[config.mk]
export PLATFORM = sky130hd
export DESIGN_NAME = indexed_array_list_core
export DESIGN_NICKNAME = d
export VERILOG_FILES = /design/src/hw/rtl/iac_pkg.sv /design/src/hw/rtl/iac_ram.sv /design/src/hw/rtl/iac_ctrl.sv /design/src/hw/rtl/iac_dp.sv /design/src/hw/rtl/indexed_array_list_core.sv
export VERILOG_INCLUDE_DIRS = /design/src /design/src/hw/rtl
export SDC_FILE = /design/constraint.sdc
export NUM_CORES = 2
export LEC_CHECK = 0
export ABC_AREA = 0
export BUFFER_PORTS_ARGS = -buffer_cell sky130_fd_sc_hd__buf_2
export CAP_MARGIN = 30
export CELL_PAD_IN_SITES_DETAIL_PLACEMENT = 0
export CELL_PAD_IN_SITES_GLOBAL_PLACEMENT = 1
export CORE_ASPECT_RATIO = 0.6
export CORE_MARGIN = 2
export CORE_UTILIZATION = 40
export DETAILED_ROUTE_END_ITERATION = 8
export GPL_ROUTABILITY_DRIVEN = 1
export PLACE_DENSITY = 0.73
export SYNTH_ARGS = -nofsm -noshare
export SYNTH_HDL_FRONTEND = slang
export SYNTH_SLANG_ARGS = --single-unit
[constraint.sdc]
create_clock -name aclk -period 9.4 [get_ports aclk]
set_input_delay 1.88 -clock aclk [delete_from_list [all_inputs] [get_ports aclk]]
set_output_delay 1.88 -clock aclk [all_outputs]
set_load 0.01 [all_outputs]
[src/hw/rtl/indexed_array_list_core_defines.svh]
// Assertion macros shared by the list core modules.
`ifndef INDEXED_ARRAY_LIST_CORE_DEFINES_SVH
`define INDEXED_ARRAY_LIST_CORE_DEFINES_SVH

// Same-cycle implication, disabled during reset.
`define IAC_ASSERT_NOW(label, clk, rstn, ante, cons, msg) \
    label: assert property (@(posedge clk) disable iff (!(rstn)) (ante) |-> (cons)) \
        else $error(msg);

// Next-cycle implication, disabled during reset.
`define IAC_ASSERT_NEXT(label, clk, rstn, ante, cons, msg) \
    label: assert property (@(posedge clk) disable iff (!(rstn)) (ante) |=> (cons)) \
        else $error(msg);

`endif

[src/hw/rtl/iac_pkg.sv]
package iac_pkg;

    // List geometry.
    localparam int MAX_ITEMS  = 64;
    localparam int ITEM_WIDTH = 32;
    localparam int ADDR_W     = $clog2(MAX_ITEMS);
    localparam int CNT_W      = $clog2(MAX_ITEMS + 1);

    // Field widths on the streams.
    localparam int CMD_W  = 3;
    localparam int POS_W  = 6;
    localparam int DATA_W = 32;
    localparam int LEN_W  = 7;

    // Width used for position and count comparisons.
    localparam int CMP_W = (CNT_W > POS_W + 1) ? CNT_W : POS_W + 1;

    // Stream data widths, padded to whole bytes.
    localparam int S_USED_W  = CMD_W + POS_W + DATA_W;
    localparam int M_USED_W  = 1 + DATA_W + LEN_W + 1;
    localparam int S_TDATA_W = ((S_USED_W + 7) / 8) * 8;
    localparam int M_TDATA_W = ((M_USED_W + 7) / 8) * 8;

    // Command codes.
    localparam logic [CMD_W-1:0] CMD_APPEND  = 3'd0;
    localparam logic [CMD_W-1:0] CMD_INSERT  = 3'd1;
    localparam logic [CMD_W-1:0] CMD_REMOVE  = 3'd2;
    localparam logic [CMD_W-1:0] CMD_GET     = 3'd3;
    localparam logic [CMD_W-1:0] CMD_REPLACE = 3'd4;

    // Read address selects.
    localparam logic [1:0] RA_POS     = 2'd0;
    localparam logic [1:0] RA_IDX_DN  = 2'd1;
    localparam logic [1:0] RA_IDX_UP  = 2'd2;

    // Write address and data selects.
    localparam logic [1:0] WA_COUNT = 2'd0;
    localparam logic [1:0] WA_POS   = 2'd1;
    localparam logic [1:0] WA_IDX   = 2'd2;

    // Commands from the controller to the datapath.
    typedef struct packed {
        logic       capture;
        logic       idx_from_count;
        logic       idx_from_pos;
        logic       idx_inc;
        logic       idx_dec;
        logic       rd_en;
        logic [1:0] rd_sel;
        logic       rd_capture;
        logic       rd_clear;
        logic       wr_en;
        logic [1:0] wr_sel;
        logic       cnt_inc;
        logic       cnt_dec;
        logic       res_load;
        logic       res_ok;
    } dp_cmd_t;

    // Status from the datapath to the controller.
    typedef struct packed {
        logic [CMD_W-1:0] cmd;
        logic             full;
        logic             pos_le_cnt;
        logic             pos_lt_cnt;
        logic             idx_gt_pos;
        logic             idx_next_lt_cnt;
    } dp_sts_t;

endpackage

[src/hw/rtl/iac_ram.sv]
module iac_ram #(
    parameter int WIDTH = 32,
    parameter int DEPTH = 64,
    localparam int AW = $clog2(DEPTH)
) (
    input  logic             clk,
    input  logic             we,
    input  logic [AW-1:0]    waddr,
    input  logic [WIDTH-1:0] wdata,
    input  logic             re,
    input  logic [AW-1:0]    raddr,
    output logic [WIDTH-1:0] rdata
);

    logic [WIDTH-1:0] mem [DEPTH];
    logic [WIDTH-1:0] rdata_reg;

    // One write port and one registered read port.
    always_ff @(posedge clk) begin
        if (we) begin
            mem[waddr] <= wdata;
        end
        if (re) begin
            rdata_reg <= mem[raddr];
        end
    end

    assign rdata = rdata_reg;

endmodule

[src/hw/rtl/iac_ctrl.sv]
`include "indexed_array_list_core_defines.svh"

module iac_ctrl (
    input  logic              aclk,
    input  logic              aresetn,
    input  logic              s_tvalid,
    output logic              s_tready,
    output logic              m_tvalid,
    input  logic              m_tready,
    input  iac_pkg::dp_sts_t  sts,
    output iac_pkg::dp_cmd_t  cmd
);

    localparam logic [2:0] S_IDLE    = 3'd0;
    localparam logic [2:0] S_DECODE  = 3'd1;
    localparam logic [2:0] S_INS_CHK = 3'd2;
    localparam logic [2:0] S_INS_WR  = 3'd3;
    localparam logic [2:0] S_REM_CHK = 3'd4;
    localparam logic [2:0] S_REM_WR  = 3'd5;
    localparam logic [2:0] S_GET     = 3'd6;
    localparam logic [2:0] S_RESP    = 3'd7;

    logic [2:0] state_reg, state_next;
    logic       ok_reg, ok_next;
    logic       m_tvalid_reg, m_tvalid_next;

    // Next-state and command decode.
    always_comb begin
        cmd           = '0;
        state_next    = state_reg;
        ok_next       = ok_reg;
        m_tvalid_next = m_tvalid_reg && !m_tready;
        case (state_reg)
            S_IDLE: begin
                if (s_tvalid) begin
                    cmd.capture = 1'b1;
                    state_next  = S_DECODE;
                end
            end
            S_DECODE: begin
                cmd.rd_clear = 1'b1;
                ok_next      = 1'b0;
                state_next   = S_RESP;
                case (sts.cmd)
                    iac_pkg::CMD_APPEND: begin
                        if (!sts.full) begin
                            cmd.wr_en   = 1'b1;
                            cmd.wr_sel  = iac_pkg::WA_COUNT;
                            cmd.cnt_inc = 1'b1;
                            ok_next     = 1'b1;
                        end
                    end
                    iac_pkg::CMD_INSERT: begin
                        if (sts.pos_le_cnt && !sts.full) begin
                            cmd.idx_from_count = 1'b1;
                            state_next         = S_INS_CHK;
                        end
                    end
                    iac_pkg::CMD_REMOVE: begin
                        if (sts.pos_lt_cnt) begin
                            cmd.idx_from_pos = 1'b1;
                            state_next       = S_REM_CHK;
                        end
                    end
                    iac_pkg::CMD_GET: begin
                        if (sts.pos_lt_cnt) begin
                            cmd.rd_en  = 1'b1;
                            cmd.rd_sel = iac_pkg::RA_POS;
                            state_next = S_GET;
                        end
                    end
                    iac_pkg::CMD_REPLACE: begin
                        if (sts.pos_lt_cnt) begin
                            cmd.wr_en  = 1'b1;
                            cmd.wr_sel = iac_pkg::WA_POS;
                            ok_next    = 1'b1;
                        end
                    end
                    default: begin
                        ok_next = 1'b0;
                    end
                endcase
            end
            S_INS_CHK: begin
                // Move entries up one place from the end down to the position.
                if (sts.idx_gt_pos) begin
                    cmd.rd_en  = 1'b1;
                    cmd.rd_sel = iac_pkg::RA_IDX_DN;
                    state_next = S_INS_WR;
                end else begin
                    cmd.wr_en   = 1'b1;
                    cmd.wr_sel  = iac_pkg::WA_POS;
                    cmd.cnt_inc = 1'b1;
                    ok_next     = 1'b1;
                    state_next  = S_RESP;
                end
            end
            S_INS_WR: begin
                cmd.wr_en   = 1'b1;
                cmd.wr_sel  = iac_pkg::WA_IDX;
                cmd.idx_dec = 1'b1;
                state_next  = S_INS_CHK;
            end
            S_REM_CHK: begin
                // Move entries down one place from the position to the end.
                if (sts.idx_next_lt_cnt) begin
                    cmd.rd_en  = 1'b1;
                    cmd.rd_sel = iac_pkg::RA_IDX_UP;
                    state_next = S_REM_WR;
                end else begin
                    cmd.cnt_dec = 1'b1;
                    ok_next     = 1'b1;
                    state_next  = S_RESP;
                end
            end
            S_REM_WR: begin
                cmd.wr_en   = 1'b1;
                cmd.wr_sel  = iac_pkg::WA_IDX;
                cmd.idx_inc = 1'b1;
                state_next  = S_REM_CHK;
            end
            S_GET: begin
                cmd.rd_capture = 1'b1;
                ok_next        = 1'b1;
                state_next     = S_RESP;
            end
            S_RESP: begin
                // Load the result once the output register is free.
                cmd.res_ok = ok_reg;
                if (!m_tvalid_reg || m_tready) begin
                    cmd.res_load  = 1'b1;
                    m_tvalid_next = 1'b1;
                    state_next    = S_IDLE;
                end
            end
            default: begin
                state_next = S_IDLE;
            end
        endcase
    end

    // Control registers.
    always_ff @(posedge aclk) begin
        if (!aresetn) begin
            state_reg    <= S_IDLE;
            ok_reg       <= 1'b0;
            m_tvalid_reg <= 1'b0;
        end else begin
            state_reg    <= state_next;
            ok_reg       <= ok_next;
            m_tvalid_reg <= m_tvalid_next;
        end
    end

    assign s_tready = (state_reg == S_IDLE);
    assign m_tvalid = m_tvalid_reg;

    `IAC_ASSERT_NEXT(a_accept_decode, aclk, aresetn, s_tvalid && s_tready, state_reg == S_DECODE, "accepted transfer did not reach decode")
    `IAC_ASSERT_NEXT(a_resp_hold, aclk, aresetn, state_reg == S_RESP && m_tvalid_reg && !m_tready, state_reg == S_RESP && m_tvalid_reg, "pending result overwritten")
    `IAC_ASSERT_NOW(a_valid_from_resp, aclk, aresetn, $rose(m_tvalid_reg), $past(state_reg) == S_RESP, "result raised outside response state")

endmodule

[src/hw/rtl/iac_dp.sv]
`include "indexed_array_list_core_defines.svh"

module iac_dp (
    input  logic                             aclk,
    input  logic                             aresetn,
    input  logic [iac_pkg::S_TDATA_W-1:0]    s_tdata,
    input  iac_pkg::dp_cmd_t                 cmd,
    output iac_pkg::dp_sts_t                 sts,
    output logic [iac_pkg::M_TDATA_W-1:0]    m_tdata
);

    localparam int POS_LSB  = iac_pkg::CMD_W;
    localparam int ITEM_LSB = iac_pkg::CMD_W + iac_pkg::POS_W;
    localparam int PAD_W    = iac_pkg::M_TDATA_W - iac_pkg::M_USED_W;

    logic [iac_pkg::CMD_W-1:0]      cmd_reg, cmd_next;
    logic [iac_pkg::POS_W-1:0]      pos_reg, pos_next;
    logic [iac_pkg::ITEM_WIDTH-1:0] item_reg, item_next;
    logic [iac_pkg::ADDR_W-1:0]     idx_reg, idx_next;
    logic [iac_pkg::CNT_W-1:0]      count_reg, count_next;
    logic [iac_pkg::ITEM_WIDTH-1:0] rd_item_reg, rd_item_next;
    logic [iac_pkg::M_TDATA_W-1:0]  out_data_reg, out_data_next;

    logic [iac_pkg::CMP_W-1:0]      cnt_x, pos_x, idx_x;
    logic [iac_pkg::ADDR_W-1:0]     ram_raddr, ram_waddr;
    logic [iac_pkg::ITEM_WIDTH-1:0] ram_wdata, ram_rdata;
    logic                           empty;

    // Comparisons for the controller.
    assign cnt_x = iac_pkg::CMP_W'(count_reg);
    assign pos_x = iac_pkg::CMP_W'(pos_reg);
    assign idx_x = iac_pkg::CMP_W'(idx_reg);

    assign sts.cmd             = cmd_reg;
    assign sts.full            = (count_reg == iac_pkg::CNT_W'(iac_pkg::MAX_ITEMS));
    assign sts.pos_le_cnt      = (pos_x <= cnt_x);
    assign sts.pos_lt_cnt      = (pos_x < cnt_x);
    assign sts.idx_gt_pos      = (idx_x > pos_x);
    assign sts.idx_next_lt_cnt = ((idx_x + iac_pkg::CMP_W'(1)) < cnt_x);

    assign empty = (count_reg == '0);

    // Read address select.
    always_comb begin
        case (cmd.rd_sel)
            iac_pkg::RA_IDX_DN: ram_raddr = idx_reg - iac_pkg::ADDR_W'(1);
            iac_pkg::RA_IDX_UP: ram_raddr = idx_reg + iac_pkg::ADDR_W'(1);
            default:            ram_raddr = iac_pkg::ADDR_W'(pos_reg);
        endcase
    end

    // Write address and data select.
    always_comb begin
        case (cmd.wr_sel)
            iac_pkg::WA_COUNT: begin
                ram_waddr = iac_pkg::ADDR_W'(count_reg);
                ram_wdata = item_reg;
            end
            iac_pkg::WA_IDX: begin
                ram_waddr = idx_reg;
                ram_wdata = ram_rdata;
            end
            default: begin
                ram_waddr = iac_pkg::ADDR_W'(pos_reg);
                ram_wdata = item_reg;
            end
        endcase
    end

    // Entry storage.
    iac_ram #(
        .WIDTH (iac_pkg::ITEM_WIDTH),
        .DEPTH (iac_pkg::MAX_ITEMS)
    ) u_ram (
        .clk   (aclk),
        .we    (cmd.wr_en),
        .waddr (ram_waddr),
        .wdata (ram_wdata),
        .re    (cmd.rd_en),
        .raddr (ram_raddr),
        .rdata (ram_rdata)
    );

    // Next values of the datapath registers.
    always_comb begin
        cmd_next      = cmd_reg;
        pos_next      = pos_reg;
        item_next     = item_reg;
        idx_next      = idx_reg;
        count_next    = count_reg;
        rd_item_next  = rd_item_reg;
        out_data_next = out_data_reg;

        if (cmd.capture) begin
            cmd_next  = s_tdata[iac_pkg::CMD_W-1:0];
            pos_next  = s_tdata[POS_LSB +: iac_pkg::POS_W];
            item_next = iac_pkg::ITEM_WIDTH'(s_tdata[ITEM_LSB +: iac_pkg::DATA_W]);
        end

        if (cmd.idx_from_count) begin
            idx_next = iac_pkg::ADDR_W'(count_reg);
        end else if (cmd.idx_from_pos) begin
            idx_next = iac_pkg::ADDR_W'(pos_reg);
        end else if (cmd.idx_inc) begin
            idx_next = idx_reg + iac_pkg::ADDR_W'(1);
        end else if (cmd.idx_dec) begin
            idx_next = idx_reg - iac_pkg::ADDR_W'(1);
        end

        if (cmd.cnt_inc) begin
            count_next = count_reg + iac_pkg::CNT_W'(1);
        end else if (cmd.cnt_dec) begin
            count_next = count_reg - iac_pkg::CNT_W'(1);
        end

        if (cmd.rd_clear) begin
            rd_item_next = '0;
        end else if (cmd.rd_capture) begin
            rd_item_next = ram_rdata;
        end

        if (cmd.res_load) begin
            out_data_next = {{PAD_W{1'b0}},
                             empty,
                             iac_pkg::LEN_W'(count_reg),
                             iac_pkg::DATA_W'(rd_item_reg),
                             cmd.res_ok};
        end
    end

    // Item count is the only control state here.
    always_ff @(posedge aclk) begin
        if (!aresetn) begin
            count_reg <= '0;
        end else begin
            count_reg <= count_next;
        end
    end

    // Payload registers.
    always_ff @(posedge aclk) begin
        cmd_reg      <= cmd_next;
        pos_reg      <= pos_next;
        item_reg     <= item_next;
        idx_reg      <= idx_next;
        rd_item_reg  <= rd_item_next;
        out_data_reg <= out_data_next;
    end

    assign m_tdata = out_data_reg;

    `IAC_ASSERT_NOW(a_rd_wr_excl, aclk, aresetn, cmd.wr_en, !cmd.rd_en, "read and write issued together")
    `IAC_ASSERT_NOW(a_count_max, aclk, aresetn, 1'b1, count_reg <= iac_pkg::CNT_W'(iac_pkg::MAX_ITEMS), "count beyond capacity")
    `IAC_ASSERT_NEXT(a_count_step, aclk, aresetn, 1'b1, count_reg == $past(count_reg) || count_reg == $past(count_reg) + iac_pkg::CNT_W'(1) || count_reg == $past(count_reg) - iac_pkg::CNT_W'(1), "count moved by more than one")

endmodule

[src/hw/rtl/indexed_array_list_core.sv]
// Indexed list core: an ordered list of up to 64 entries of 32 bits that
// takes one command per input transfer (append, insert at a position,
// remove at a position, get, replace) and returns one result transfer with
// the ok flag, the item read by get, the length afterwards and an empty
// flag. Commands are handled one at a time, and the entry RAM is either
// read or written once per cycle, so the cost is set by that access:
// insert and remove take longer the more entries move, since every
// entry that moves is read and written back through the RAM. A new
// command is accepted once the previous result is in the output
// register, even while that result still waits to be taken.
module indexed_array_list_core (
    input  logic                          aclk,
    input  logic                          aresetn,
    input  logic                          s_tvalid,
    output logic                          s_tready,
    // [2:0] cmd, [8:3] position, [40:9] item_in, upper bits zero
    input  logic [iac_pkg::S_TDATA_W-1:0] s_tdata,
    output logic                          m_tvalid,
    input  logic                          m_tready,
    // [0] ok, [32:1] item_out, [39:33] length, [40] empty_res, upper bits zero
    output logic [iac_pkg::M_TDATA_W-1:0] m_tdata
);

    iac_pkg::dp_cmd_t dp_cmd;
    iac_pkg::dp_sts_t dp_sts;

    // Sequencer.
    iac_ctrl u_ctrl (
        .aclk     (aclk),
        .aresetn  (aresetn),
        .s_tvalid (s_tvalid),
        .s_tready (s_tready),
        .m_tvalid (m_tvalid),
        .m_tready (m_tready),
        .sts      (dp_sts),
        .cmd      (dp_cmd)
    );

    // Storage, count and result register.
    iac_dp u_dp (
        .aclk    (aclk),
        .aresetn (aresetn),
        .s_tdata (s_tdata),
        .cmd     (dp_cmd),
        .sts     (dp_sts),
        .m_tdata (m_tdata)
    );

endmodule
Word level (Yosys, flattened, before mapping)
Memories as Yosys holds them, arrays and structs flattened. A register that Yosys moved wholly into a read port is not among the register bits. Cells that the tools add are included.

Register bits after elaboration: 132. Bits in latches: 0. RAM bits: 2048. ROM bits: 0. Memories: 1.

Memory list: u_dp.u_ram.mem (words 64, width 32, read ports 1, clocked after memory_dff 1, wr ports 1, RTL line iac_ram.sv:15) `logic [WIDTH-1:0] mem [DEPTH];`.

$add $sub $neg: 5. Multiply operators: 0. Div/mod/pow operators: 0. Magnitude comparators: 4. Equality and inequality tests: 19. Shifts and indexed selects: 0. Muxes and demuxes: 54. Bitwise logic cells: 0. Reductions and logical operators: 16.

Operator list (number): $mux 32 (1); $mux 3 (9); $pmux 3 s3 (3); $mux 6 (4); $pmux 3 s8 (1); $pmux 6 s2 (2); $mux 1 (22); $eq 3x3->1 const B (5); $mux 7 (2); $eq 3x2->1 const B (4); $mux 2 (4); $mux 4 (2); $reduce_bool 4->1 (2); $add 6x1->7 const B (1); $add 7x1->7 const B (1); $eq 7x7->1 const B (1); $le 6x7->1 (1); $logic_not 7->1 (1); $lt 6x7->1 (1); $lt 7x7->1 (1); $sub 7x1->7 const B (1); $add 6x1->6 const B (1); $eq 3x1->1 const B (2); $gt 6x6->1 (1); other kinds (17) (25).

Depth between registers and ports, before layout
Depth in word-level cells: 8. Depth in mapped cells: 25. Depth with buffers taken out: 18.

Modules after synthesis
From an unflattened synthesis, not the netlist that was laid out.

Cells, all modules: 3858. Area, all modules: 85137.9 sq um.

By module, submodules not included: iac_ram (times used 1, cells an instance 3324, area each 78835.6 sq um, sequential area each 62459.9 sq um); iac_dp (times used 1, cells an instance 462, area each 5805.6 sq um, sequential area each 3423.3 sq um); iac_ctrl (times used 1, cells an instance 72, area each 496.7 sq um, sequential area each 100.1 sq um).

Worst setup path before layout
OpenSTA, ideal clock, no wires.

Path kind: reg2reg. Start: register u_dp.pos_reg[5] (netlist bit). End: memory u_dp.u_ram.mem[40][0] (enable). Library setup time: 0.502 ns. Data arrival time: 5.608 ns. Data required time: 8.898 ns. Slack: 3.290 ns. Cell stages (with the launch flop): 12. Period minus slack after synthesis: 6.110 ns. Path through: edfxtp_1 -> inv_1 -> ha_1 -> and4_4 -> and3_4 -> o21ba_4 -> or3_1 -> buf_2 -> buf_4 -> o221ai_1 -> nand2_1 -> nor4_1.

Word-level cells in the longest chain between the ends: 6.

RTL lines: start, declared (RTL line iac_dp.sv:17) `logic [iac_pkg::POS_W-1:0] pos_reg, pos_next;`; start signal, assigned (RTL line iac_dp.sv:143) `pos_reg <= pos_next;`; $lt 6x7->1 (RTL line iac_dp.sv:37) `assign sts.pos_lt_cnt = (pos_x < cnt_x);`; $mux 3 (RTL line iac_ctrl.sv:73) `if (sts.pos_lt_cnt) begin`; $pmux 3 s2 (RTL line iac_ctrl.sv:44) `case (sts.cmd)`; $pmux 3 s3 (RTL line iac_ctrl.sv:33) `case (state_reg)`; $eq 2x2->1, or another cell as far along (RTL line iac_dp.sv:54) `case (cmd.wr_sel)`; $pmux 6 s2 / $mux 1 (equally long branches) (RTL line iac_dp.sv:54, iac_ram.sv:21); end, declared (RTL line iac_ram.sv:15).

Several ways; a longest one is shown, not always the timed one.

Final worst setup path
Start: register u_dp.idx_reg[0] (netlist bit). End: register u_dp.u_ram.rdata_reg[4] (netlist: u_dp.u_ram.rdata[4]), read port of u_dp.u_ram.mem, data pin.

Word-level cells in the longest chain between the ends: 6.

RTL lines: start, declared (RTL line iac_dp.sv:19) `logic [iac_pkg::ADDR_W-1:0] idx_reg, idx_next;`; start signal, assigned (RTL line iac_dp.sv:145) `idx_reg <= idx_next;`; $add 6x1->7 (RTL line iac_dp.sv:39) `assign sts.idx_next_lt_cnt = ((idx_x + iac_pkg::CMP_W'(1)) < cnt_x);`; $lt 7x7->1 (RTL line iac_dp.sv:39); $mux 3 (RTL line iac_ctrl.sv:106) `if (sts.idx_next_lt_cnt) begin`; $pmux 3 s3 (RTL line iac_ctrl.sv:33); $eq 2x2->1 / $eq 2x1->1 (equally long branches) (RTL line iac_dp.sv:45) `case (cmd.rd_sel)`; $pmux 6 s2 (RTL line iac_dp.sv:45); end, declared (RTL line iac_ram.sv:16) `logic [WIDTH-1:0] rdata_reg;`.

Several ways; a longest one is shown, not always the timed one. A chain may end at the register's enable or synchronous reset.

==> load_flow_metrics.sql <==
INSERT INTO impl_metrics (metric_group, metric, value, unit) VALUES
('worst_hold_path', 'min_path_type', 'reg2reg', ''),
('final_layout', 'area_growth', '12.3', '%'),
('power_and_ir_drop', 'leakage', '32.2', 'nW'),
('drt', 'drtPass1Iterations', '5', ''),
('timing', 'hold_viol_final', '0', ''),
('clock_network', 'cts_resized', '0', ''),
('worst_setup_path', 'critical_path.max_stage_delay', '0.78', 'ns'),
('final_layout', 'design.final.nets', '5736', ''),
('worst_setup_path', 'register_to_register_path_setup_slack', '2.54', 'ns'),
('final_layout', 'regMostFlops', 'u_dp.u_ram.mem', ''),
('timing', 'rsz0062_at_grt', 'false', ''),
('job', 'cap_violations', '0', ''),
('floorplanning', 'total_die_area', '221000', 'sq um'),
('floorplanning', 'fp.dieH', '365', 'um'),
('drt', 'drt_iter0_drc', '6773', ''),
('timing', 'finalSetupViolCount', '0', ''),
('synthesis', 'seq_area_frac_synth', '75.9', '%'),
('grt', 'global_route_wire_length_before_repair', '333000', 'um'),
('placed_design', 'preCtsSetupSlack', '2.57', 'ns'),
('timing', 'final.hold.worst_slack', '0.434', 'ns'),
('drt', 'vias_per_cell', '5.75', ''),
('clock_network', 'cts_root_buf', 'sky130_fd_sc_hd__clkbuf_16', ''),
('worst_setup_path', 'worst-endpoint-required', '9.97', 'ns'),
('power_and_ir_drop', 'power_per_cell_area', '325', 'nW/um^2'),
('timing', 'fin_ws', '2.54', 'ns'),
('drt', 'detail_route.drc_violations', '0', ''),
('floorplanning', 'fp.dieW', '606', 'um'),
('clock_network', 'cts-hold-fix-buffers', '0', ''),
('synthesis', 'post-synth-top-count-cell', 'sky130_fd_sc_hd__edfxtp_1', ''),
('clock_network', 'cts-buffers-inserted', '189', ''),
('drt', 'vias', '49813', ''),
('worst_setup_path', 'setup.worst_path.start_class', 'register', ''),
('worst_setup_path', 'cpMaxStageDelayCell', 'sky130_fd_sc_hd__o21ai_4', ''),
('synthesis', 'commonest_cells_in_the_netlist', 'sky130_fd_sc_hd__edfxtp_1, sky130_fd_sc_hd__nand2_1, sky130_fd_sc_hd__nand3_1', ''),
('synthesis', 'ys_warn_count', '0', ''),
('power_and_ir_drop', 'vdd_drop_max', '0.311', 'mV'),
('synthesis', 'synthesis.instances', '5538', ''),
('final_layout', 'area_of_combinational_cells_with_multiple_inputs', '20000', 'sq um'),
('placed_design', 'place.port_buffers', '87', ''),
('worst_setup_path', 'cp_data_arrival_time', '7.43', 'ns'),
('placed_design', 'globalplace.congestion', '0.834', ''),
('synthesis', 'yosys.area.top_type_share', '74.8', '%'),
('placed_design', 'numPlacedInstances', '8337', ''),
('timing', 'finalMaxSlewViolations', '0', ''),
('timing', 'max_slew_margin', '30.5', '%'),
('worst_setup_path', 'timing.critical_path.cells', 'inv_1, ha_1, ha_1, a21boi_0, o21a_1, o21a_1, o2111ai_1, and3b_1, inv_1, ha_1, o21ai_4, buf_12, buf_4, nand2_1, and3_1, a311oi_1, a31oi_1, a32o_1, nor4_1', ''),
('synthesis', 'netlist_top_cells_area', 'sky130_fd_sc_hd__edfxtp_1, sky130_fd_sc_hd__mux4_2, sky130_fd_sc_hd__nand2_1, sky130_fd_sc_hd__nand3_1, sky130_fd_sc_hd__a311oi_1', ''),
('synthesis', 'postSynthRegisterBits', '2212', ''),
('timing', 'final_period_minus_worst_setup_slack', '6.86', 'ns'),
('clock_network', 'worstSkewPairLatency', '0.83', 'ns'),
('final_layout', 'largest_register_ffs', '2048', ''),
('final_layout', 'filler_cell_count', '18518', ''),
('clock_network', 'clk_transition_reported_paths', '0.07', 'ns'),
('final_layout', 'non_filler_instances', '8668', ''),
('timing', 'clock-skew-final', '0.0334', 'ns'),
('synthesis', 'synth_enable_flop_cells', '2168', ''),
('run_status', 'status', 'completed', ''),
('grt', 'grt_antenna_before_repair', '3', ''),
('synthesis', 'async_flop_share', '0', '%'),
('floorplanning', 'io_pins', '102', ''),
('clock_network', 'cts.path.max_buffers', '4', ''),
('drt', 'drt_wl_total', '230000', 'um'),
('placed_design', 'dp_hpwl', '129000', 'um'),
('synthesis', 'post_synth_instance_area', '87000', 'sq um'),
('drt', 'ant_nets', '0', ''),
('grt', 'grt_pass1_vias', '47710', ''),
('clock_network', 'cts_tree', 'built', ''),
('timing', 'max_freq', '0.146', 'GHz'),
('grt', 'grt_max_degree', '153', ''),
('clock_network', 'clock_sink_count', '2212', ''),
('grt', 'globalRouteTotalUtil', '20.5', '%');
## path summary, 6_finish.rpt
| check | to | start | cells after the start |
|---|---|---|---|
| max | u_dp.u_ram.rdata[4]$_DFFE_PP_ | u_dp.idx_reg[0]$_DFFE_PP_ | 19 |
| min | u_dp.m_tdata[5]$_DFFE_PP_ | u_dp.rd_item_reg[4]$_SDFFE_PP0P_ | 0 |
| max reg2reg | u_dp.u_ram.rdata[4]$_DFFE_PP_ | u_dp.idx_reg[0]$_DFFE_PP_ | 19 |
| min reg2reg | u_dp.m_tdata[5]$_DFFE_PP_ | u_dp.rd_item_reg[4]$_SDFFE_PP0P_ | 0 |
## layout by cell type, fill, tap and decap left out, types with 9 or more instances in the layout
cell	n
sky130_fd_sc_hd__inv_1	23
sky130_fd_sc_hd__nor3_2	9
sky130_fd_sc_hd__a211oi_1	13
sky130_fd_sc_hd__nor4_1	22
sky130_fd_sc_hd__nor2_1	44
sky130_fd_sc_hd__and3_1	135
sky130_fd_sc_hd__o22ai_1	10
sky130_fd_sc_hd__a22o_1	32
sky130_fd_sc_hd__a31oi_1	63
sky130_fd_sc_hd__nand2_2	32
sky130_fd_sc_hd__buf_12	34
sky130_fd_sc_hd__clkinv_1	36
sky130_fd_sc_hd__ha_1	27
sky130_fd_sc_hd__dfxtp_1	44
sky130_fd_sc_hd__a32o_1	10
sky130_fd_sc_hd__edfxtp_1	2168
sky130_fd_sc_hd__mux2i_1	33
sky130_fd_sc_hd__nor2_4	52
sky130_fd_sc_hd__mux4_2	258
sky130_fd_sc_hd__bufinv_16	10
sky130_fd_sc_hd__nor2b_1	11
sky130_fd_sc_hd__a311oi_1	114
sky130_fd_sc_hd__o32a_1	11
sky130_fd_sc_hd__buf_2	87
sky130_fd_sc_hd__a21oi_1	29
sky130_fd_sc_hd__clkbuf_1	38
sky130_fd_sc_hd__a22oi_1	13
sky130_fd_sc_hd__clkinv_2	35
sky130_fd_sc_hd__o21ai_0	20
sky130_fd_sc_hd__nand3_1	494
sky130_fd_sc_hd__nor3_1	19
sky130_fd_sc_hd__buf_4	139
sky130_fd_sc_hd__clkbuf_16	196
sky130_fd_sc_hd__nand2_1	1364
## report_power, final
part / switching, mW / internal, mW
combinational: 7.64 / 3.26
sequential: 0.331 / 13.0
clock: 3.47 / 4.08
total: 11.4 / 20.3
## layout make-up
class                   instances  area share, %
flip-flops and latches       2212           67.6
multi-input cells            2966           20.5
clock buffers                 236           5.20
well taps                    2881           3.69
repair buffers                263           2.27
clock inverters                86          0.668
inverters                      24         0.0923
## stage by stage
| stage | area, sq um | total power, mW | util [%] |
|---|---|---|---|
| 2_1_floorplan | 87000 | 20.1 | - |
| 4_1_cts | 97500 | 31.8 | 45.1 |
| 5_1_grt | 97600 | 33.1 | 45.2 |
| 3_3_place_gp | 91500 | 24.0 | 42.3 |
| 3_5_place_dp | 91700 | 24.3 | 42.5 |
| 6_report | 97600 | 31.8 | 45.2 |
## kinds of logic after synthesis
kind of cell,Yosys count,synth area share (%)
compound gates,381,3.47
xor+xnor,16,0.161
fa+ha+maj,28,0.411
buf+inv,366,1.86
flops,2212,75.9
mux,292,7.07
other cells,1,0.00431
simple gates,2242,11.2
## per-layer routing
metal | track usage (%) | vias up | share of wire [%]
met5 | 0 | - | 0.0056
met4 | 4.00 | 2 | 1.8
met3 | 3.68 | 282 | 10
met2 | 30.1 | 2455 | 44
met1 | 31.9 | 25718 | 44
li1 | - | 21356 | -
## worst max-delay path, delay by kind of cell, from the launching register on
kind	cells	cell delay [ns]
AOI/OAI and AO/OA	8	2.35
adders and majority gates	3	1.25
buffers and inverters	4	1.22
DFF	1	0.66
and+or+nand+nor	4	1.03
No activity file was read; power rests on OpenSTA's default activity.
